**src/swrl_pkg.sv**
```systemverilog
// Shared types and constants for the sliding-window rate limiter.
// Used by every module of the block; depends on nothing else.
package swrl_pkg;

  localparam int unsigned SWRL_LOG_DEPTH = 64;
  localparam int unsigned STAMP_W        = 32;
  localparam int unsigned LIMIT_W        = 7;
  localparam int unsigned COUNT_OUT_W    = 7;
  localparam int unsigned CFG_IDX_W      = 1;

  localparam logic [STAMP_W-1:0] CLEANUP_GAP_MS = 32'd1000;
  localparam logic [LIMIT_W-1:0] LIMIT_RESET    = 7'd60;
  localparam logic [STAMP_W-1:0] WINDOW_RESET   = 32'd60000;

  localparam logic [CFG_IDX_W-1:0] REG_REQUEST_LIMIT = 1'b0;
  localparam logic [CFG_IDX_W-1:0] REG_WINDOW_MS     = 1'b1;

  localparam logic CMD_QUERY  = 1'b0;
  localparam logic CMD_RECORD = 1'b1;

  typedef struct packed {
    logic               cmd;
    logic [STAMP_W-1:0] now_ms;
  } swrl_in_t;

  typedef struct packed {
    logic                   allowed;
    logic [STAMP_W-1:0]     wait_ms;
    logic [COUNT_OUT_W-1:0] active_count;
    logic                   recorded;
  } swrl_out_t;

  // Operands of the shared time-difference unit.
  typedef struct packed {
    logic [STAMP_W-1:0] now_ms;
    logic [STAMP_W-1:0] stamp_ms;
    logic [STAMP_W-1:0] bound_ms;
  } diff_req_t;

  typedef struct packed {
    logic               in_window;
    logic [STAMP_W-1:0] remain_ms;
  } diff_rsp_t;

endpackage

```
**src/swrl_log_mem.sv**
```systemverilog
// Timestamp log storage: one write port and one registered read port.
// Depends on swrl_pkg for the stamp width.
module swrl_log_mem
  import swrl_pkg::*;
#(
  parameter int unsigned DEPTH = SWRL_LOG_DEPTH,
  parameter int unsigned AW    = (DEPTH > 1) ? $clog2(DEPTH) : 1
) (
  input  logic               clk,
  input  logic               we,
  input  logic [AW-1:0]      waddr,
  input  logic [STAMP_W-1:0] wdata,
  input  logic               re,
  input  logic [AW-1:0]      raddr,
  output logic [STAMP_W-1:0] rdata
);

  logic [STAMP_W-1:0] mem [DEPTH];
  logic [STAMP_W-1:0] rdata_r;

  always_ff @(posedge clk) begin
    if (we) begin
      mem[waddr] <= wdata;
    end
  end

  always_ff @(posedge clk) begin
    if (re) begin
      rdata_r <= mem[raddr];
    end
  end

  assign rdata = rdata_r;

endmodule

```
**src/swrl_diff_unit.sv**
```systemverilog
// Shared modulo-2^32 time-difference unit: elapsed time, window test and remaining time.
// Depends on swrl_pkg for the operand and result structs.
module swrl_diff_unit
  import swrl_pkg::*;
(
  input  diff_req_t req,
  output diff_rsp_t rsp
);

  logic [STAMP_W-1:0] elapsed;

  assign elapsed       = req.now_ms - req.stamp_ms;
  assign rsp.in_window = (elapsed < req.bound_ms);
  assign rsp.remain_ms = req.bound_ms - elapsed;

endmodule

```
**src/sliding_window_rate_limiter_top.sv**
```systemverilog
// Sliding-window log rate limiter, top level with sequencer and configuration registers.
// An accepted request passes through an optional cleanup pass over the logged entries, then the
// record, read and done states before the result strobe; busy is high until the sequencer is idle.
// The cleanup pass reads one log entry per cycle through the single memory read port.
// Reset (synchronous, rst_n low) empties the log, zeroes the cleanup time and loads the
// default limit and window. Results are strobed for one cycle; the receiver cannot stall.
module sliding_window_rate_limiter_top
  import swrl_pkg::*;
#(
  parameter int unsigned LOG_DEPTH = SWRL_LOG_DEPTH
) (
  input  logic                 clk,
  input  logic                 rst_n,
  input  logic                 start,
  output logic                 busy,
  input  swrl_in_t             in_data,
  output logic                 out_valid,
  output swrl_out_t            out_data,
  input  logic                 cfg_we,
  input  logic [CFG_IDX_W-1:0] cfg_idx,
  input  logic [STAMP_W-1:0]   cfg_wdata
);

  localparam int unsigned AW    = (LOG_DEPTH > 1) ? $clog2(LOG_DEPTH) : 1;
  localparam int unsigned CNT_W = $clog2(LOG_DEPTH + 1);
  localparam int unsigned LIM_W = (CNT_W > LIMIT_W) ? CNT_W : LIMIT_W;

  typedef enum logic [4:0] {
    S_IDLE   = 5'b00001,
    S_CLEAN  = 5'b00010,
    S_RECORD = 5'b00100,
    S_READ0  = 5'b01000,
    S_DONE   = 5'b10000
  } state_t;

  state_t             state_r, state_nxt;
  logic [CNT_W-1:0]   count_r, count_nxt;
  logic [CNT_W-1:0]   rd_idx_r, rd_idx_nxt;
  logic [CNT_W-1:0]   kept_r, kept_nxt;
  logic               pend_r, pend_nxt;
  logic [STAMP_W-1:0] last_clean_r, last_clean_nxt;
  logic [LIMIT_W-1:0] limit_r;
  logic [STAMP_W-1:0] window_r;
  logic               cmd_r, cmd_nxt;
  logic [STAMP_W-1:0] now_r, now_nxt;
  logic               rec_r, rec_nxt;
  logic               out_valid_r, out_valid_nxt;
  swrl_out_t          out_data_r, out_data_nxt;

  logic               mem_we;
  logic [AW-1:0]      mem_waddr;
  logic [STAMP_W-1:0] mem_wdata;
  logic               mem_re;
  logic [AW-1:0]      mem_raddr;
  logic [STAMP_W-1:0] mem_rdata;

  diff_req_t          dreq;
  diff_rsp_t          drsp;

  logic [LIM_W-1:0]   lim_eff;
  logic [LIM_W-1:0]   count_ext;
  logic               accept;

  swrl_log_mem #(
    .DEPTH (LOG_DEPTH),
    .AW    (AW)
  ) u_mem (
    .clk   (clk),
    .we    (mem_we),
    .waddr (mem_waddr),
    .wdata (mem_wdata),
    .re    (mem_re),
    .raddr (mem_raddr),
    .rdata (mem_rdata)
  );

  swrl_diff_unit u_diff (
    .req (dreq),
    .rsp (drsp)
  );

  assign accept    = start && (state_r == S_IDLE);
  assign busy      = (state_r != S_IDLE);
  assign lim_eff   = (LIM_W'(limit_r) > LIM_W'(LOG_DEPTH)) ? LIM_W'(LOG_DEPTH)
                                                           : LIM_W'(limit_r);
  assign count_ext = LIM_W'(count_r);

  // The difference unit serves the cleanup-gap test on accept and the window tests later.
  always_comb begin
    if (state_r == S_IDLE) begin
      dreq.now_ms   = in_data.now_ms;
      dreq.stamp_ms = last_clean_r;
      dreq.bound_ms = CLEANUP_GAP_MS;
    end else begin
      dreq.now_ms   = now_r;
      dreq.stamp_ms = mem_rdata;
      dreq.bound_ms = window_r;
    end
  end

  always_comb begin
    state_nxt      = state_r;
    count_nxt      = count_r;
    rd_idx_nxt     = rd_idx_r;
    kept_nxt       = kept_r;
    pend_nxt       = pend_r;
    last_clean_nxt = last_clean_r;
    cmd_nxt        = cmd_r;
    now_nxt        = now_r;
    rec_nxt        = rec_r;
    out_valid_nxt  = 1'b0;
    out_data_nxt   = out_data_r;
    mem_we         = 1'b0;
    mem_waddr      = kept_r[AW-1:0];
    mem_wdata      = mem_rdata;
    mem_re         = 1'b0;
    mem_raddr      = rd_idx_r[AW-1:0];

    unique case (state_r)
      S_IDLE: begin
        if (accept) begin
          cmd_nxt    = in_data.cmd;
          now_nxt    = in_data.now_ms;
          rec_nxt    = 1'b0;
          rd_idx_nxt = '0;
          kept_nxt   = '0;
          pend_nxt   = 1'b0;
          if (!drsp.in_window) begin
            last_clean_nxt = in_data.now_ms;
            state_nxt      = S_CLEAN;
          end else begin
            state_nxt = S_RECORD;
          end
        end
      end
      S_CLEAN: begin
        // Reads run one entry ahead of the compare; kept entries compact toward the head.
        mem_re   = (rd_idx_r < count_r);
        pend_nxt = mem_re;
        if (mem_re) begin
          rd_idx_nxt = rd_idx_r + 1'b1;
        end
        if (pend_r && drsp.in_window) begin
          mem_we   = 1'b1;
          kept_nxt = kept_r + 1'b1;
        end
        if (!mem_re && !pend_r) begin
          count_nxt = kept_r;
          state_nxt = S_RECORD;
        end
      end
      S_RECORD: begin
        mem_waddr = count_r[AW-1:0];
        mem_wdata = now_r;
        if ((cmd_r == CMD_RECORD) && (count_ext < lim_eff)) begin
          mem_we    = 1'b1;
          count_nxt = count_r + 1'b1;
          rec_nxt   = 1'b1;
        end
        state_nxt = S_READ0;
      end
      S_READ0: begin
        mem_re    = 1'b1;
        mem_raddr = '0;
        state_nxt = S_DONE;
      end
      S_DONE: begin
        out_valid_nxt             = 1'b1;
        out_data_nxt.allowed      = (count_ext < lim_eff);
        out_data_nxt.active_count = COUNT_OUT_W'(count_r);
        out_data_nxt.recorded     = rec_r;
        if (!(count_ext < lim_eff) && (count_r != '0) && drsp.in_window) begin
          out_data_nxt.wait_ms = drsp.remain_ms;
        end else begin
          out_data_nxt.wait_ms = '0;
        end
        state_nxt = S_IDLE;
      end
      default: begin
        state_nxt = S_IDLE;
      end
    endcase
  end

  always_ff @(posedge clk) begin
    if (!rst_n) begin
      state_r      <= S_IDLE;
      count_r      <= '0;
      rd_idx_r     <= '0;
      kept_r       <= '0;
      pend_r       <= 1'b0;
      last_clean_r <= '0;
      out_valid_r  <= 1'b0;
    end else begin
      state_r      <= state_nxt;
      count_r      <= count_nxt;
      rd_idx_r     <= rd_idx_nxt;
      kept_r       <= kept_nxt;
      pend_r       <= pend_nxt;
      last_clean_r <= last_clean_nxt;
      out_valid_r  <= out_valid_nxt;
    end
  end

  always_ff @(posedge clk) begin
    cmd_r      <= cmd_nxt;
    now_r      <= now_nxt;
    rec_r      <= rec_nxt;
    out_data_r <= out_data_nxt;
  end

  always_ff @(posedge clk) begin
    if (!rst_n) begin
      limit_r  <= LIMIT_RESET;
      window_r <= WINDOW_RESET;
    end else if (cfg_we) begin
      unique case (cfg_idx)
        REG_REQUEST_LIMIT: limit_r  <= cfg_wdata[LIMIT_W-1:0];
        REG_WINDOW_MS:     window_r <= cfg_wdata;
        default: begin
        end
      endcase
    end
  end

  assign out_valid = out_valid_r;
  assign out_data  = out_data_r;

  a_single_strobe: assert property (@(posedge clk) disable iff (!rst_n)
    out_valid |=> !out_valid)
    else $error("result strobe lasted more than one cycle");

  a_accept_busy: assert property (@(posedge clk) disable iff (!rst_n)
    (start && !busy) |=> busy)
    else $error("accepted item did not make the block busy");

  a_count_bound: assert property (@(posedge clk) disable iff (!rst_n)
    count_r <= CNT_W'(LOG_DEPTH))
    else $error("log count exceeds log depth");

  a_record_nonempty: assert property (@(posedge clk) disable iff (!rst_n)
    (out_valid && out_data.recorded) |-> (count_r != '0))
    else $error("recorded item left the log empty");

  a_wait_blocked: assert property (@(posedge clk) disable iff (!rst_n)
    (out_valid && (out_data.wait_ms != '0)) |-> !out_data.allowed)
    else $error("nonzero wait reported for an allowed request");

endmodule
```
**config.mk**
```make
export PLATFORM = sky130hd
export DESIGN_NAME = sliding_window_rate_limiter_top
export DESIGN_NICKNAME = d
export VERILOG_FILES = /design/src/swrl_pkg.sv /design/src/swrl_log_mem.sv /design/src/swrl_diff_unit.sv /design/src/sliding_window_rate_limiter_top.sv
export SDC_FILE = /design/constraint.sdc
export NUM_CORES = 2
export LEC_CHECK = 0
export BUFFER_PORTS_ARGS = -buffer_cell sky130_fd_sc_hd__buf_2
export CAP_MARGIN = 40
export CORE_MARGIN = 2
export CORE_UTILIZATION = 45
export CTS_CLUSTER_DIAMETER = 80
export CTS_CLUSTER_SIZE = 40
export DETAILED_ROUTE_END_ITERATION = 6
export SYNTH_ARGS = -nofsm -noshare
export SYNTH_HDL_FRONTEND = slang
export SYNTH_SLANG_ARGS = --single-unit
export TNS_END_PERCENT = 1
```
**constraint.sdc**
```tcl
create_clock -name clk -period 10.72 [get_ports clk]
set_clock_uncertainty 0.1 [all_clocks]
set_input_delay 0.536 -clock clk [delete_from_list [all_inputs] [get_ports clk]]
set_output_delay 0.536 -clock clk [all_outputs]
set_load 0.02 [all_outputs]
```
### Word-level counts from Yosys, hierarchy flattened

Memory sizes are Yosys's and may differ from the RTL's. A register that Yosys moved wholly into a read port is not among the register bits.
Cells that the tools add are included.

| word-level totals | value |
|---|---|
| flip-flop bits (word level) | 174 |
| latch bits | 0 |
| memory bits (writable) | 2048 |
| bits in read-only memories | 0 |
| input port bits | 70 |
| output and inout port bits | 43 |
| memories kept | 1 |

| cells by class | value |
|---|---|
| $add $sub $neg | 5 |
| $mul | 0 |
| div/mod/pow operators | 0 |
| $lt $le $gt $ge | 4 |
| equal/unequal tests | 11 |
| shifts and indexed selects | 0 |
| multiplexer cells | 28 |
| bitwise gates (word level) | 2 |
| reductions and logical operators | 23 |

Memories:

| memory | depth | width | read ports | clocked after Yosys merged registers in | wr ports | RTL line | text |
|---|---|---|---|---|---|---|---|
| u_mem.mem | 64 | 32 | 1 | 1 | 1 | swrl_log_mem.sv:18 | `logic [STAMP_W-1:0] mem [DEPTH];` |

Operators with widths:

| kind | number |
|---|---|
| 96-bit two-way mux | 1 |
| 32-bit subtractor | 2 |
| 7-bit two-way mux | 6 |
| 7-bit case mux with 2 select lines | 3 |
| 32-bit < comparator | 1 |
| 32-bit two-way mux | 1 |
| 7-bit by 1-bit adder with 7-bit output, second input constant | 3 |
| 5-bit case mux with 4 select lines | 1 |
| 3-bit AND reduction | 5 |
| 7-bit < comparator | 2 |
| 6-bit two-way mux | 2 |
| 5-bit two-way mux | 2 |
| 2-bit inequality test, second input constant | 5 |
| 2-bit AND reduction | 5 |
| 1-bit case mux with 2 select lines | 4 |
| 7-bit > comparator, second input constant | 1 |
| 1-bit two-way mux | 7 |
| 7-bit nonzero test | 1 |
| 1-bit logical AND | 6 |
| 2-bit nonzero test | 3 |
| 5-bit by 1-bit equality test with 1-bit output, second input constant | 1 |
| 5-bit by 2-bit equality test with 1-bit output, second input constant | 1 |
| 5-bit by 3-bit equality test with 1-bit output, second input constant | 1 |
| 5-bit by 4-bit equality test with 1-bit output, second input constant | 1 |
| 5 further kinds | 8 |

### Depth between registers and ports, before layout

| depth | value |
|---|---|
| depth after elaboration | 9 |
| mapped depth | 29 |
| gate-level depth less buffers | 26 |

### By module

From an unflattened synthesis, not the netlist that was laid out.

| second synthesis, totals | value |
|---|---|
| cell total of the unflattened synthesis | 4680 |
| area total of the unflattened synthesis | 90765.8 um2 |

Modules (own cells, without submodules):

| module | times used | cells each | area an instance (um2) | seq. area each (um2) |
|---|---|---|---|---|
| swrl_log_mem | 1 | 3324 | 78835.6 | 62459.9 |
| sliding_window_rate_limiter_top | 1 | 824 | 8298.0 | 4234.1 |
| swrl_diff_unit | 1 | 532 | 3632.2 | 0.0 |

### Worst setup path before layout

OpenSTA, ideal clock, no wires.

| path | value |
|---|---|
| kind | register -> register |
| start | register state_r[1] |
| end | memory u_mem.mem[57][0] (enable) |
| arrival | 7408 ps |
| required time | 10199 ps |
| path slack | 2791 ps |
| stages on the path, launching flop included | 26 |
| buffers on the path | 2 |
| period minus slack after synthesis | 7929 ps |
| path through | dfxtp_1 > or3_1 > nor3b_2 > inv_1 > clkbuf_1 > clkbuf_1 > mux2i_1 > ha_1 > nand2_1 > or4_1 > or4_1 > a31o_2 > a21oi_1 > o41ai_1 > o21bai_1 > a21oi_1 > xor2_1 > ha_1 > nand4_1 > nor2_1 > nand3_1 > nor3_1 > o31ai_4 > o22ai_1 > nand3_1 > nor2_1 |

| between the ends | value |
|---|---|
| longest elaborated chain between the ends | 9 |

RTL lines:

| element | RTL line | text |
|---|---|---|
| from (decl) | sliding_window_rate_limiter_top.sv:36 | `state_t state_r, state_nxt;` |
| from (signal assigned) | sliding_window_rate_limiter_top.sv:195 | `state_r <= state_nxt;` |
| 5-bit by 1-bit equality test with 1-bit output | sliding_window_rate_limiter_top.sv:90 | `if (state_r == S_IDLE) begin` |
| 96-bit two-way mux | sliding_window_rate_limiter_top.sv:90 |  |
| 32-bit subtractor | swrl_diff_unit.sv:12 | `assign elapsed = req.now_ms - req.stamp_ms;` |
| 32-bit < comparator | swrl_diff_unit.sv:13 | `assign rsp.in_window = (elapsed < req.bound_ms);` |
| 1-bit logical AND | sliding_window_rate_limiter_top.sv:143 | `if (pend_r && drsp.in_window) begin` |
| 1-bit two-way mux | sliding_window_rate_limiter_top.sv:143 |  |
| 1-bit case mux with 2 select lines | sliding_window_rate_limiter_top.sv:119 | `unique case (state_r)` |
| 1-bit two-way mux | swrl_log_mem.sv:22 | `if (we) begin` |
| 1-bit two-way mux (not written as such) | swrl_log_mem.sv:23 | `mem[waddr] <= wdata;` |
| to (decl) | swrl_log_mem.sv:18 |  |

Parallel ways exist; a longest one is shown, timed or not.

### Worst setup path in the final report

| path | value |
|---|---|
| start | register state_r[1] |
| end | memory u_mem.mem[26][28] (enable) |

The elaborated chain is that of the path after synthesis.

==> results.toml <==
[status]
status = "complete, but fails checks"
violations = "design-rule violations"

[place]
gpl.final_weighted_congestion = 0.933
hpwl_reported_at_the_end_of_detailed_placement_mm = 188
post_dp_cell_area_sq_um = 99700
portBuffers = 112
dp_cells = 9505
place_ws_ps = 2380

[setup_path]
timing.critical_path.to_type = "flop"
timing.critical_path.required_ps = 11150
maximum_single_stage_delay_on_the_critical_path_ps = 650
path_common_cell = "buf_4"
worstPathMaxFanout = 47
crit_path_start_kind = "flop"
critPathArrivalTime_ps = 8810
timing.critical_path.slowest_stage_cell = "nor2_4"
setup.worst_path.class = "reg2reg"

[clock_tree]
tritoncts_num_sinks = 2254
cts.repair_timing.setup_buffer_count = 0
clk_latency_ps = 870
ctsLongestPathBuffers = 3
clock_tree.htree_level_count = 3
tritoncts.num_buffers = 111
cts_tree = "built"
clockRootBuffer = "clkbuf_16"
clock_transition_time_at_the_flip_flop_clock_pins_of_the_worst_setup_and_hold_paths_ps = 100

[synth]
area_share_of_the_leading_cell_type_in_the_synthesized_netlist = 0.693
synth_cell_type_count = 80
mappedNetlistArea_sq_um = 93400
synth.top_cells.by_area = "edfxtp_1, nand2_1, mux2i_1, a211oi_1, dfxtp_1"
syn-mean-instance-area_sq_um = 13.5
yosysWarningCount = 0
share_of_flip_flops_with_an_asynchronous_set_or_reset = 0
synth_seq_area_share = 0.714
synth.cells.most_frequent = "edfxtp_1, nand2_1, a21oi_1, clkbuf_1, a211oi_1"
synth_enable_flop_cells = 2155
synthDominantAreaCellType = "edfxtp_1"
post_synth_inst_count = 6907
synth_most_common_cell = "edfxtp_1"
yosys_register_bits = 2254
postSynth.topFlopCell = "edfxtp_1"
synth_nets = 7058

[timing]
worst_hold_slack_ps = 108
setup_violations = 0
drv_slew = 0
setup_repair_after_global_routing_missed_its_margin = "no"
finalWorstSetupSlack_ps = 2340
tightest_slew_ps = 1060
period_needed_ps = 8380
fin_tns_setup_ps = 0
final.period_utilization = 0.781
fmax_mhz = 119
report.final.hold_viol_count = 0
timing.max_slew.rel_slack = 0.287

[cells_and_area]
seqCellArea_sq_um = 66700
share_of_layout_cells_above_drive_strength_1 = 0.107
nNetsFinal = 7142
layout-area-overhead-vs-synth_pct = 12.4
multiInputGateArea_sq_um = 25300
fillCellCount = 17100
final_cells = 9801
layout.cell_area.non_filler_sq_um = 105000

[routing]
post_drt_via_cell_ratio = 6.28
drt-initial-drc-count = 8849
via_count_of_the_routed_design = 61600
final_antenna_net_count = 0
wirelength_mm = 299
drc = 2
post_drt_wl_per_cell_um = 30.5
pre_antenna_drt_iters = 7

[grt]
antenna_violations_before_repair = 11
grtUsageTotal = 0.277
grt.overflow.total = 0
grt_start_max_net_pins = 113
grt_pass1_wl_mm = 425
first_global_vias = 58200

[floorplanning]
floorplan.die_area_sq_um = 211000
design.portCount = 113
die_w_um = 459
start_util = 0.452
die_y_um = 459
placement_rows = 167
total_core_area_sq_um = 207000

[run]
number_of_max_cap_violations = 0

[min_path]
holdCritPathClass = "in2reg"

[pwr]
cellLeakagePower_uw = 0.0343
peakVddDrop_v = 0.000163
powerDensity_nw_per_um2 = 163
## state kept, by name, summed over array words and instances, names as in the netlist
register      cells
kept_r            7
rec_r             1
cmd_r             1
count_ext         7
out_data         41
window_r         32
state_r           5
now_r            32
u_mem.mem      2048
rd_idx_r          7
last_clean_r     32
u_mem.rdata      32
pend_r            1
limit_r           7
out_valid         1
## worst max-delay path, delay by kind of cell, from the launching register on
kind | cells | cell delay, ps
adder cells (fa/ha/maj) | 2 | 860
flip-flops | 1 | 360
buffers and inverters | 5 | 1480
AO/OA/AOI/OAI | 7 | 1290
multiplexers | 1 | 210
AND/OR/NAND/NOR | 11 | 3550
XOR/XNOR | 1 | 150
## cell families (layout without fill, tap and decap cells)
kind of cell               after synthesis  count (layout)  share of synthesized area
DFF                                   2254            2254                      0.714
and+or+nand+nor                       2126            2126                      0.101
AOI/OAI and AO/OA                     1604            1604                      0.114
buffers and inverters                  519             702                     0.0225
muxes                                  267             267                     0.0310
adders and majority gates               81              81                     0.0110
xor gates and xnor gates                56              56                    0.00525
other                                    0               7                          0
## path summary, 6_finish.rpt
| path | from | to | slack (ps) | cells past startpoint |
|---|---|---|---|---|
| max | state_r[1] | u_mem.mem[26][28] | 2340 | 27 |
| min | cfg_we | limit_r[6] | 110 | 4 |
| max reg2reg | state_r[1] | u_mem.mem[26][28] | 2340 | 27 |
| min reg2reg | rec_r | out_data[0] | 320 | 0 |
## through the flow
| stage | power (uW) | util |
|---|---|---|
| after floorplan | 11200 | - |
| after global placement | 11600 | 0.471 |
| after detailed placement | 11600 | 0.483 |
| after CTS | 17200 | 0.507 |
| after global routing | 17700 | 0.508 |
| final | 17200 | 0.508 |
## power breakdown
part           switching (uW)  total, uW  internal [uW]
Combinational            1160       1900            736
Sequential               25.7       9590           9560
Clock                    3370       5670           2300
Total                    4550      17200          12600
## cells in the final DEF (no fill, tap or decap), drive strengths merged, types with 16 or more instances in the layout
cell            n
ha             79
o2111ai        16
clkbuf        113
a211oi        293
o21a           31
a221oi         29
xor2           19
nand2b         21
dfxtp          99
o221ai         47
mux2i         245
and2          174
buf           381
inv            85
o21ai         253
or3            65
a2111oi        17
o31ai          25
clkinv         44
nor3           87
edfxtp       2155
a31oi         122
o211ai         50
dlygate4sd3    68
xnor2          37
nor2b          29
a21o           40
and3          110
a21oi         381
nor2          279
nand3         131
mux4           17
a311oi        157
nand2        1168
o22ai          78
## layout make-up
type / count / area share
Clock inverter: 99 / 0.0161
Multi-Input combinational cell: 4134 / 0.241
Antenna cell: 7 / 0.000167
Inverter: 40 / 0.00157
Timing Repair Buffer: 450 / 0.0468
Tap cell: 2704 / 0.0322
Sequential cell: 2254 / 0.636
Clock buffer: 113 / 0.0265
## routing by layer
metal,share of wire,routed length [um],GRT usage,vias to the layer above
met2,0.45,135000,0.427,3353
li1,-,-,-,26500
met3,0.10,29900,0.0456,457
met5,0.00012,35,0,-
met4,0.042,12400,0.110,6
met1,0.41,121000,0.394,31200
## repair_timing
action / in CTS / in global routing
resized for setup: 0 / 0
hold endpoints to repair: 105 / 0
hold buffers: 68 / 0
Note: power is estimated with default switching activity, not from simulation.
